<file path="config.mk">
export PLATFORM = sky130hd
export DESIGN_NAME = mfb_ctrl
export DESIGN_NICKNAME = d
export VERILOG_FILES = /design/src/mfb_pkg.sv /design/src/mfb_ctrl.sv
export VERILOG_INCLUDE_DIRS = /design/src /design/src/src
export SDC_FILE = /design/constraint.sdc
export NUM_CORES = 1
export LEC_CHECK = 0
export ABC_AREA = 1
export ABC_CLOCK_PERIOD_IN_PS = 12630
export BUFFER_PORTS_ARGS = -buffer_cell sky130_fd_sc_hd__buf_4
export CORE_MARGIN = 1.5
export CORE_UTILIZATION = 56
export DETAILED_ROUTE_END_ITERATION = 12
export GPL_TIMING_DRIVEN = 1
export PLACE_DENSITY = 0.83
export SLEW_MARGIN = 10
export SYNTH_ARGS = -nofsm -noshare
export SYNTH_HDL_FRONTEND = slang
export SYNTH_SLANG_ARGS = --single-unit
</file>
<file path="constraint.sdc">
create_clock -name clock -period 12.63 [get_ports clock]
set_clock_uncertainty 0.15 [all_clocks]
set_input_delay 0 -clock clock [delete_from_list [all_inputs] [get_ports clock]]
set_output_delay 0 -clock clock [all_outputs]
set_load 0.01 [all_outputs]
</file>
<file path="src/mel_triangular_filterbank_top_defines.svh">
// Assertion macros for the mel filterbank RTL.
`ifndef MEL_TRIANGULAR_FILTERBANK_TOP_DEFINES_SVH
`define MEL_TRIANGULAR_FILTERBANK_TOP_DEFINES_SVH
`ifndef SYNTHESIS
`define MFB_ASSERT_IMPL(label, clk, rst, prop) \
   label: assert property (@(posedge clk) disable iff (rst) prop) else $error("%m failed");
`define MFB_ASSERT_NEXT(label, clk, rst, a, b) \
   label: assert property (@(posedge clk) disable iff (rst) (a) |=> (b)) else $error("%m failed");
`else
`define MFB_ASSERT_IMPL(label, clk, rst, prop)
`define MFB_ASSERT_NEXT(label, clk, rst, a, b)
`endif
`endif

</file>
<file path="src/mfb_pkg.sv">
// Shared types and constants for the mel filterbank.
package mfb_pkg;
   localparam int SPECTRUM_BINS = 512;
   localparam int NUM_FILTERS   = 32;
   localparam int EDGE_DEPTH    = NUM_FILTERS + 2;
   localparam int MAX_OUT       = 32;
   localparam int FILT_COUNT    = (NUM_FILTERS < MAX_OUT) ? NUM_FILTERS : MAX_OUT;
   localparam int BIN_W         = $clog2(SPECTRUM_BINS);
   localparam int EDGE_AW       = $clog2(EDGE_DEPTH);
   localparam int EDGE_W        = 10;
   localparam int ENERGY_W      = 57;
   localparam logic [1:0] OP_LOAD_EDGE = 2'd0;
   localparam logic [1:0] OP_LOAD_SPEC = 2'd1;
   localparam logic [1:0] OP_COMPUTE   = 2'd2;

   typedef struct packed {
      logic [1:0]  operation;
      logic [8:0]  index;
      logic [31:0] value;
   } req_type;

   typedef struct packed {
      logic [4:0]          filter_index;
      logic [ENERGY_W-1:0] energy;
      logic                last;
   } rsp_type;

   // controller -> datapath
   typedef struct packed {
      logic start_div;    // start weight divider for current bin
      logic mac;          // accumulate product
      logic clear_acc;
   } cmd_type;

   typedef struct packed {
      logic div_done;
      logic mac_done;
   } sts_type;
endpackage

</file>
<file path="src/mfb_ctrl.sv">
// Controller: load handling, bin walk per filter, result handshake.
`include "mel_triangular_filterbank_top_defines.svh"
module mfb_ctrl (
   input  logic                   clock,
   input  logic                   reset,
   input  logic                   req_valid,
   output logic                   req_ready,
   input  mfb_pkg::req_type       req_data,
   output logic                   rsp_valid,
   input  logic                   rsp_ready,
   output mfb_pkg::rsp_type       rsp_data,
   output logic                   edge_wr,
   output logic                   spec_wr,
   output logic [mfb_pkg::EDGE_AW-1:0] edge_rd_addr,
   output logic [mfb_pkg::BIN_W-1:0]   spec_rd_addr,
   input  logic [mfb_pkg::EDGE_W-1:0]  edge_rd_data,
   output logic [10:0]            div_num,
   output logic [10:0]            div_den,
   output mfb_pkg::cmd_type       cmd,
   input  mfb_pkg::sts_type       sts,
   input  logic [mfb_pkg::ENERGY_W-1:0] energy
);
   import mfb_pkg::*;

   typedef enum logic [3:0] {
      ST_IDLE, ST_E0, ST_E1, ST_E2, ST_E3, ST_BIN, ST_DIV, ST_MAC, ST_OUT
   } state_type;

   state_type state_ff;
   logic [EDGE_AW-1:0] m_ff;
   logic [EDGE_W-1:0]  lo_ff, c_ff, hi_ff;
   logic [EDGE_W:0]    k_ff;
   logic               fall_ff;
   logic               rsp_valid_ff;
   rsp_type            rsp_ff;
   logic               in_range;

   assign req_ready = (state_ff == ST_IDLE);
   wire accept = req_valid & req_ready;
   assign edge_wr = accept && req_data.operation == OP_LOAD_EDGE
                    && req_data.index < 9'(EDGE_DEPTH);
   assign spec_wr = accept && req_data.operation == OP_LOAD_SPEC
                    && {2'b0, req_data.index} < 11'(SPECTRUM_BINS);

   always_comb begin
      edge_rd_addr = m_ff;
      if (state_ff == ST_E1) edge_rd_addr = EDGE_AW'(m_ff + 1);
      if (state_ff == ST_E2) edge_rd_addr = EDGE_AW'(m_ff + 2);
   end
   assign spec_rd_addr = k_ff[BIN_W-1:0];
   assign div_num = fall_ff ? 11'({1'b0, hi_ff} - k_ff) : 11'(k_ff - {1'b0, lo_ff});
   assign div_den = fall_ff ? 11'(hi_ff - c_ff) : 11'(c_ff - lo_ff);

   // bin k is active if inside current span and below spectrum size
   assign in_range = (k_ff < (fall_ff ? {1'b0, hi_ff} : {1'b0, c_ff}))
                     && k_ff < 11'(SPECTRUM_BINS);

   always_comb begin
      cmd = '0;
      cmd.clear_acc = (state_ff == ST_E3);
      cmd.start_div = (state_ff == ST_BIN) && in_range;
      cmd.mac       = (state_ff == ST_DIV) && sts.div_done;
   end

   always_ff @(posedge clock) begin
      if (reset) begin
         state_ff     <= ST_IDLE;
         rsp_valid_ff <= 1'b0;
         m_ff         <= '0;
      end else begin
         if (rsp_valid_ff && rsp_ready && state_ff != ST_OUT) rsp_valid_ff <= 1'b0;
         case (state_ff)
            ST_IDLE: begin
               if (accept && req_data.operation == OP_COMPUTE) begin
                  m_ff     <= '0;
                  state_ff <= ST_E0;
               end
            end
            ST_E0: state_ff <= ST_E1;
            ST_E1: begin
               lo_ff    <= edge_rd_data;
               state_ff <= ST_E2;
            end
            ST_E2: begin
               c_ff     <= edge_rd_data;
               state_ff <= ST_E3;
            end
            ST_E3: begin
               hi_ff    <= edge_rd_data;
               k_ff     <= (c_ff <= lo_ff) ? {1'b0, c_ff} : {1'b0, lo_ff};
               fall_ff  <= (c_ff <= lo_ff);
               state_ff <= ST_BIN;
            end
            ST_BIN: begin
               if (in_range) state_ff <= ST_DIV;
               else if (!fall_ff) begin
                  fall_ff <= 1'b1;
                  k_ff    <= {1'b0, c_ff};
               end else state_ff <= ST_OUT;
            end
            ST_DIV: if (sts.div_done) state_ff <= ST_MAC;
            ST_MAC: if (sts.mac_done) begin
               k_ff     <= k_ff + 11'd1;
               state_ff <= ST_BIN;
            end
            ST_OUT: begin
               if (!rsp_valid_ff || rsp_ready) begin
                  rsp_valid_ff        <= 1'b1;
                  rsp_ff.filter_index <= 5'(m_ff);
                  rsp_ff.energy       <= energy;
                  rsp_ff.last         <= (m_ff == EDGE_AW'(FILT_COUNT - 1));
                  if (m_ff == EDGE_AW'(FILT_COUNT - 1)) state_ff <= ST_IDLE;
                  else begin
                     m_ff     <= m_ff + 1'b1;
                     state_ff <= ST_E0;
                  end
               end
            end
            default: state_ff <= ST_IDLE;
         endcase
      end
   end

   assign rsp_valid = rsp_valid_ff;
   assign rsp_data  = rsp_ff;

   `MFB_ASSERT_NEXT(a_rsp_hold, clock, reset, rsp_valid && !rsp_ready, rsp_valid)
   `MFB_ASSERT_IMPL(a_busy_no_ready, clock, reset, (state_ff != ST_IDLE) |-> !req_ready)
   `MFB_ASSERT_IMPL(a_mac_after_div, clock, reset, cmd.mac |-> (state_ff == ST_DIV))
endmodule

</file>
======== After elaboration in Yosys (flattened, before gate mapping) ========
Index checks and enable logic that the tools add are counted.
word-level totals
  register bits after elaboration ......... 116
  input port bits ......................... 116
  output and inout bits ................... 107
  logic and storage cells ................. 96
cells by class
  $add $sub $neg .......................... 8
  order comparisons ....................... 4
  equal/unequal tests ..................... 20
  muxes and demuxes ....................... 27
  bitwise logic cells ..................... 2
  reduce and logical (&&, ||, !) cells .... 24
operators with widths
  operator                                                       number
  2-to-1 mux 11 bit                                              5
  case mux 4 bit (9 select lines)                                1
  case mux 11 bit (3 select lines)                               1
  2-to-1 mux 6 bit                                               5
  2-to-1 mux 4 bit                                               6
  subtractor 10 x 10 -> 11 bit                                   2
  2-to-1 mux 10 bit                                              2
  == test 4 x 3 -> 1 bit (second input constant)                 4
  adder 6 x 1 -> 6 bit (second input constant)                   2
  != test 2 bit (second input constant)                          6
  case mux 6 bit (2 select lines)                                1
  adder 11 x 1 -> 11 bit (second input constant)                 1
  less-than comparator 11 x 10 -> 1 bit                          1
  less-than comparator 11 x 10 -> 1 bit (second input constant)  1
  subtractor 10 x 11 -> 11 bit                                   1
  subtractor 11 x 10 -> 11 bit                                   1
  <= comparator 10 bit                                           1
  AND reduction 5 bit                                            2
  logical AND 1 bit                                              9
  less-than comparator 9 x 6 -> 1 bit (second input constant)    1
  == test 4 x 2 -> 1 bit (second input constant)                 2
  adder 6 x 2 -> 6 bit (second input constant)                   1
  == test 6 x 5 -> 1 bit (second input constant)                 1
  AND reduction 2 bit                                            3
  19 further kinds                                               25

======== Longest topological paths before layout ========
Gate-level depths: netlist of the first run.
  depth in word-level cells ............... 5
  depth in mapped cells ................... 16
  depth with buffers taken out ............ 14

======== Least setup slack after synthesis of the first run ========
OpenSTA, ideal clock, no wires.
  path kind ............................... reg-to-reg
  start ................................... register state_ff[0]
  end ..................................... register rsp_ff, in the netlist rsp_data[0] (enable)
  setup time .............................. 0.561 ns
  arrival ................................. 4.923 ns
  slack ................................... 6.996 ns
  stages on the path, launching flop included .. 5
  cells stage by stage .................... dfxtp_1 > buf_6 > inv_2 > nand4_2 > nor3_1
on the way
  cells in the longest elaborated chain, start to end .. 2
RTL lines
  item                                  line            text
  from (decl)                           mfb_ctrl.sv:29  state_type state_ff;
  from (signal assigned)                mfb_ctrl.sv:67  state_ff <= ST_IDLE;
  from (signal assigned)                mfb_ctrl.sv:76  state_ff <= ST_E0;
  from (signal assigned)                mfb_ctrl.sv:79  ST_E0: state_ff <= ST_E1;
  == test 4 bit                         mfb_ctrl.sv:72  case (state_ff)
  AND reduction 3 bit (no source line)  n/a
  to (decl)                             mfb_ctrl.sv:35  rsp_type rsp_ff;
Every way passes these cells.
A chain may end at the register's enable or synchronous reset.

======== Final worst setup path of the first run ========
  start ................................... register fall_ff
  end ..................................... register state_ff[1]
on the way
  cells in the longest elaborated chain, start to end .. 5
  elaborated cells between the ends (all ways) .. 7
  those cells by class .................... order compare: 1; eq/ne: 1; mux: 3; reduce/logical: 2
RTL lines
  item                                                                    line            text
  from (decl)                                                             mfb_ctrl.sv:33  logic fall_ff;
  from (signal assigned)                                                  mfb_ctrl.sv:91  fall_ff <= (c_ff <= lo_ff);
  2-to-1 mux 10 bit                                                       mfb_ctrl.sv:55  assign in_range = (k_ff < (fall_ff ? {1'b0, hi_ff} : {1'b0, c_ff}))
  less-than comparator 11 x 10 -> 1 bit                                   mfb_ctrl.sv:55
  logical AND 1 bit                                                       mfb_ctrl.sv:56  && k_ff < 11'(SPECTRUM_BINS);
  2-to-1 mux 4 bit or != test 3 bit (tied branches)                       n/a
  case mux 4 bit (9 select lines) or AND reduction 5 bit (tied branches)  n/a
  to (signal assigned)                                                    mfb_ctrl.sv:76
  to (signal assigned)                                                    mfb_ctrl.sv:95  if (in_range) state_ff <= ST_DIV;
  to (signal assigned)                                                    mfb_ctrl.sv:99  end else state_ff <= ST_OUT;
Parallel ways exist; a longest one is shown, timed or not.

==> results.sh, run 1 <==
export IMPL_reg2reg_to="state_ff[1]"
export IMPL_hp_class="primary input to flop"
export IMPL_nets=1206
export IMPL_avgSynthCellArea_um2=9.11
export IMPL_cts_sinks=116
export IMPL_ioPinCount=223
export IMPL_grt_antenna_before_repair=0
export IMPL_gr_total_overflow=0
export IMPL_finalSetupViolCount=0
export IMPL_ys_top_cells_by_area="edfxtp_1, ha_1, nand2_1"
export IMPL_finalCriticalPeriod_ns=3.23
export IMPL_synth_xor_area_share=0.0175
export IMPL_yosysUniqueCellTypes=49
export IMPL_async_flop_share=0
export IMPL_diodes=0
export IMPL_drt_antenna_violating_nets=0
export IMPL_ys_warn_count=0
export IMPL_ctsResizeCount=0
export IMPL_drv_slew=0
export IMPL_r2r_slack_ns=9.40
export IMPL_vdd_drop_max_mv=0.152
export IMPL_yosys_area_top_type="edfxtp_1"
export IMPL_seqPwrFrac=0.411
export IMPL_rows=40
export IMPL_h_tree_depth=4
export IMPL_synth_seq_cells=116
export IMPL_grt_pass1_vias=6896
export IMPL_drt_iter0_drc=888
export IMPL_fin_ws_ns=9.40
export IMPL_synthesis_area_mm2=0.00702
export IMPL_syn_inst=770
export IMPL_hpwl_um=14000
export IMPL_critPathCaptureType="flop"
export IMPL_leakage_uw=0.00437
export IMPL_io_buffers=189
export IMPL_detailroute_via_count=6947
export IMPL_final_cell_mix="buf_4, nand2_1, edfxtp_1, inv_1, dlygate4sd3_1"
export IMPL_reg2reg_depth=13
export IMPL_cts_clk_slew_worst_paths_ns=0.07
export IMPL_die_x_um=115
export IMPL_rr_startpoint="fall_ff"
export IMPL_pre_cts_ws_ns=9.80
export IMPL_hold_viol=0
export IMPL_period_share=0.255
export IMPL_yosys_area_share_simple=0.197
export IMPL_worstSetupEndpoint="state_ff[1]"
export IMPL_grtUsageTotal=0.364
export IMPL_p_int_uw=787
export IMPL_cts_root_buf="clkbuf_16"
export IMPL_ys_seq_area_frac=0.481
export IMPL_firstDrtPassIters=6
export IMPL_worst_pin_slew_ns=1.18
export IMPL_cts_made_buffers=17
export IMPL_p_switching_uw=279
export IMPL_rsz0062_at_grt="false"
export IMPL_drv_cap=0
export IMPL_synth_top_cell_area_share=0.449
export IMPL_status="finished, final reports clean"
export IMPL_critPathRequiredTime_ns=12.85
export IMPL_grt_max_degree=50
export IMPL_synth_adder_area_share=0.104
export IMPL_muxShareOfSynthArea=0.00713
export IMPL_postCtsSetupBuffers=0
export IMPL_setup_tns_ns=0
export IMPL_start_util=0.579
export IMPL_final_common_cell="buf_4"
export IMPL_synth_edf_count=105
export IMPL_critPathLaunch="fall_ff"
export IMPL_clock_fmax_ghz=0.310
export IMPL_cts_buffer_depth=2
export IMPL_chipHeight_um=115
export IMPL_drc=0
export IMPL_crit_type="flop to flop"
export IMPL_design_core_area_mm2=0.0121
export IMPL_power_frac_clock=0.454
export IMPL_syn_nets=942
export IMPL_synth_top_family_by_area="simple AND/OR/NAND/NOR gates"
export IMPL_place_gp_congestion=0.910
export IMPL_die_area_mm2=0.0132
export IMPL_grt_pass1_wl_um=35900
export IMPL_slew_limit_headroom=0.209
export IMPL_drt_wirelength_per_cell_um=19.5
export IMPL_start_kind="flop"
export IMPL_power_frac_comb=0.135
export IMPL_path_max_fanout=36
export IMPL_arrival_ns=3.45
export IMPL_ys_flop_type="edfxtp_1"
export IMPL_wl_um=23600
export IMPL_cts_tree="built"
export IMPL_via_per_inst=5.72
export IMPL_clock_latency_ns=0.43
export IMPL_p_sw_frac=0.262
export IMPL_hold_buffers=74
export IMPL_p_per_area_mw_per_mm2=108
export IMPL_synth_compound_area_frac=0.125
export IMPL_drive_gt1_frac=0.239
export IMPL_syn_to_final_growth_pct=40.7
==> flip-flops by register name, indices dropped and copies added (netlist names) <==
register	flops
c_ff	10
fall_ff	1
hi_ff	10
k_ff	11
lo_ff	10
m_ff	6
rsp_data	63
rsp_valid	1
state_ff	4
==> power groups by stage <==
stage / logic, uW / clock network (uW) / registers (uW)
final: 144 / 484 / 439
after detailed placement: 115 / 0 / 445
after global routing: 154 / 499 / 439
after floorplan: 69.6 / 0 / 441
after CTS: 135 / 473 / 438
after global placement: 111 / 0 / 445
==> critical path: stages, from the launching register on <==
cell	delay [ns]
edfxtp_1	0.41
inv_2	0.49
o21ai_0	0.21
ha_1	0.34
nand2_1	0.07
nand2_1	0.04
nand2_1	0.06
nand2_1	0.07
a21oi_1	0.23
nand2_1	0.13
nand3_1	0.17
nand3_1	0.11
a21oi_1	0.14
dlygate4sd3_1	0.56
==> cell type report <==
| type | count | area, um2 |
|---|---|---|
| fillers | 707 | 2240 |
| flip-flops and latches | 116 | 3370 |
| clock buffers | 18 | 429 |
| repair buffers | 267 | 2190 |
| inverters | 93 | 352 |
| multi-input cells | 539 | 3170 |
| well taps | 168 | 210 |
| clock inverters | 14 | 150 |
==> routing by layer <==
metal | routed length [um] | track usage | vias up | part of all wire
met5 | 0 | 0 | - | 0
met3 | 2180 | 0.0749 | 118 | 0.092
li1 | - | - | 3215 | -
met1 | 8310 | 0.430 | 3139 | 0.35
met4 | 1310 | 0.210 | 0 | 0.055
met2 | 11800 | 0.621 | 475 | 0.50
==> cell usage after synthesis, types with 5 or more instances <==
cell        n
buf_2       5
nand2_1   141
inv_2       5
a21oi_1    61
edfxtp_1  105
ha_1       52
nor2_1     57
o211ai_1    5
o21ai_0    60
nand4_1    10
nand3_1    71
xor2_1      8
inv_1      87
nor3_1      9
dfxtp_1    11
o21bai_1    5
xnor2_1     6
buf_4       9
mux2i_1     5
==> through the flow <==
stage	util	area [um2]	cells	power [uW]	hold slack, ns
after detailed placement	0.706	8550	1109	560	0.0295
after global routing	0.815	9870	1215	1090	0.144
after CTS	0.815	9870	1215	1050	0.119
after global placement	0.706	8550	1109	557	0.0279
final	0.815	9870	1215	1070	0.147
after floorplan	-	7020	770	511	-0.0715
==> worst min-delay path by stage <==
stage	start	endpoint	slack, ns	depth (start not counted)
6_report	energy[39]	rsp_data[40]	0.15	2
5_1_grt	energy[12]	rsp_data[13]	0.14	2
4_1_cts	req_data[37]	edge_wr	0.12	3
3_5_place_dp	energy[26]	rsp_data[27]	0.03	1
3_3_place_gp	energy[5]	rsp_data[6]	0.03	1
2_1_floorplan	reset	m_ff[0]	-0.07	1
==> cells by family after synthesis <==
| logic type | Yosys count |
|---|---|
| muxes | 5 |
| AOI/OAI and AO/OA | 156 |
| adders and majority gates | 56 |
| buffers and inverters | 115 |
| and+or+nand+nor | 308 |
| xor gates and xnor gates | 14 |
| DFF | 116 |
No activity file was read; power rests on OpenSTA's default activity.
==> run 2: changes to the inputs <==
- ABC_AREA: 1 -> 0
- ABC_CLOCK_PERIOD_IN_PS: 12630 -> 2700
- CORE_UTILIZATION: 56 -> 46
- PLACE_DENSITY: 0.83 -> 0.73
- clock period: 12.63 -> 2.7 ns (I/O delays scaled with it)
==> results.sh, run 2 <==
export IMPL_status="finished, violations left"
export IMPL_violations="negative setup slack"
export IMPL_cts_sinks=116
export IMPL_grt_max_degree=60
export IMPL_cts_root_buf="clkbuf_16"
export IMPL_clock_fmax_ghz=0.358
export IMPL_cts_made_buffers=17
export IMPL_avgSynthCellArea_um2=11.3
export IMPL_die_area_mm2=0.0154
export IMPL_h_tree_depth=4
export IMPL_drt_wirelength_per_cell_um=19.9
export IMPL_ioPinCount=223
export IMPL_period_share=1.03
export IMPL_whs_endpoint="state_ff[1]"
export IMPL_detailroute_via_count=6225
export IMPL_syn_inst=599
export IMPL_reg2reg_depth=10
export IMPL_drive_gt1_frac=0.400
export IMPL_finalCriticalPeriod_ns=2.79
export IMPL_finalSetupViolCount=15
export IMPL_syn_to_final_growth_pct=56.5
export IMPL_final_util=0.732
export IMPL_grt_antenna_before_repair=0
export IMPL_cp_cell_sequence="buf_12 -> mux2i_1 -> ha_1 -> nand4b_1 -> a2111oi_2 -> a21oi_2 -> a21oi_2 -> nor2_2 -> a2111oi_4 -> buf_6"
export IMPL_ys_flop_type="edfxtp_1"
export IMPL_rows=44
export IMPL_synth_seq_cells=116
export IMPL_hpwl_um=14900
export IMPL_grtUsageTotal=0.290
export IMPL_rr_startpoint="fall_ff"
export IMPL_drt_iter0_drc=556
export IMPL_p_per_area_mw_per_mm2=635
export IMPL_start_util=0.468
export IMPL_leakage_uw=0.00441
export IMPL_ys_seq_area_frac=0.500
export IMPL_yosysUniqueCellTypes=64
export IMPL_drv_slew=0
export IMPL_clock_latency_ns=0.41
export IMPL_chipHeight_um=124
export IMPL_cts_clk_slew_worst_paths_ns=0.05
export IMPL_drv_cap=0
export IMPL_hp_class="primary input to flop"
export IMPL_slew_limit_headroom=0.650
export IMPL_worst_pin_slew_ns=0.521
export IMPL_cp_common_cell="a21oi_2"
export IMPL_cts_tree="built"
export IMPL_fin_ws_ns=-0.0903
export IMPL_pre_cts_ws_ns=-0.134
export IMPL_nets=1086
export IMPL_critPathCaptureType="flop"
export IMPL_synth_most_common_cell="edfxtp_1"
export IMPL_reg2reg_to="k_ff[2]"
export IMPL_yosys_area_top_type="edfxtp_1"
export IMPL_synth_top_cell_area_share=0.467
export IMPL_wl_um=22100
export IMPL_synth_edf_count=105
export IMPL_place_gp_congestion=0.937
export IMPL_die_x_um=124
export IMPL_critPathRequiredTime_ns=2.66
export IMPL_path_max_fanout=11
export IMPL_drt_antenna_violating_nets=0
export IMPL_gr_total_overflow=0
export IMPL_ys_top_cells_by_area="edfxtp_1, ha_1, dfxtp_1"
export IMPL_syn_nets=771
export IMPL_cts_buffer_depth=2
export IMPL_drc=0
export IMPL_start_kind="flop"
export IMPL_arrival_ns=2.75
export IMPL_async_flop_share=0
export IMPL_whs_path_depth=6
export IMPL_slowest_stage="edfxtp_1"
export IMPL_via_per_inst=5.60
export IMPL_firstDrtPassIters=4
export IMPL_grt_pass1_wl_um=33400
export IMPL_crit_type="flop to flop"
export IMPL_vdd_drop_max_mv=0.489
export IMPL_diodes=0
export IMPL_final_common_cell="buf_4"
export IMPL_design_core_area_mm2=0.0144
export IMPL_synthesis_area_mm2=0.00675
export IMPL_final_cell_mix="buf_4, edfxtp_1, dlygate4sd3_1, nor2_1, ha_1"
export IMPL_hold_viol=0
export IMPL_ys_warn_count=0
export IMPL_min_from="sts[1]"
export IMPL_rsz0062_at_grt="true"
export IMPL_grt_pass1_vias=6343
export IMPL_io_buffers=189
export IMPL_largest_register_ff_count=63
export IMPL_cpPeakStageDelay_ns=0.43
export IMPL_r2r_slack_ns=-0.09
export IMPL_ys_top_cells_by_count="edfxtp_1, nor2_1, ha_1"
export IMPL_power_uw=6700
export IMPL_setup_tns_ns=-1.09
## run 2: cells by family after synthesis
logic type,Yosys count,share of synthesized area
and+or+nand+nor,170,0.135
adders and majority gates,56,0.108
AOI/OAI and AO/OA,143,0.142
buffers and inverters,59,0.0402
muxes,20,0.0297
xor gates and xnor gates,35,0.0454
DFF,116,0.500
## run 2: repair_timing
action	4_1_cts	5_1_grt
hold buffers	69	0
buffers inserted	14	9
resized for setup	52	53
endpoints found under the setup margin	25	34
endpoints found under the hold margin	105	0
pin swaps	12	32
## run 2: how the worst max path moves through the flow
stage / from / cells past startpoint / slack (ns) / endpoint
after CTS: k_ff[1] / 11 / -0.1 / div_num[9]
final: fall_ff / 10 / -0.09 / k_ff[2]
after floorplan: state_ff[1] / 4 / -0.60 / rsp_data[0]
after global routing: c_ff[0] / 10 / -0.15 / div_den[10]
after detailed placement: fall_ff / 10 / -0.13 / k_ff[10]
after global placement: fall_ff / 10 / -0.04 / k_ff[10]
## run 2: worst max-delay path, delay by kind of cell (launching register included)
kind / cells / cell delay, ns
multiplexers: 1 / 0.13
AO/OA/AOI/OAI: 4 / 0.81
buffers and inverters: 2 / 0.39
adder cells (fa/ha/maj): 1 / 0.31
AND/OR/NAND/NOR: 2 / 0.26
flip-flops: 1 / 0.43
## run 2: report_power, final
group	internal [uW]	leakage, uW	switching, uW	total [uW]
combinational	1040	0.00307	1120	2160
clock	1590	0.000305	774	2370
sequential	2080	0.00104	102	2180
## run 2: cell type report
| class | count | area [um2] |
|---|---|---|
| clock inverters | 9 | 153 |
| well taps | 184 | 230 |
| inverters | 35 | 136 |
| clock buffers | 23 | 468 |
| multi-input cells | 424 | 3580 |
| repair buffers | 320 | 2620 |
| fillers | 927 | 3860 |
| flip-flops and latches | 116 | 3370 |
## run 2: per-stage QoR
step                instance area (um2)  hold slack [ns]  cells
floorplan                          6810          -0.0725    599
global placement                   8630           0.0281    988
detailed placement                 8630           0.0294    988
CTS                               10200           0.0162   1102
global route                      10600           0.0897   1111
finish                            10600           0.0348   1111
## run 2: routing by layer
metal / wire length (um) / GRT usage / part of all wire
met5: 0 / 0 / 0
met4: 774 / 0.119 / 0.035
met1: 8560 / 0.334 / 0.39
met3: 1430 / 0.0728 / 0.065
met2: 11400 / 0.515 / 0.51
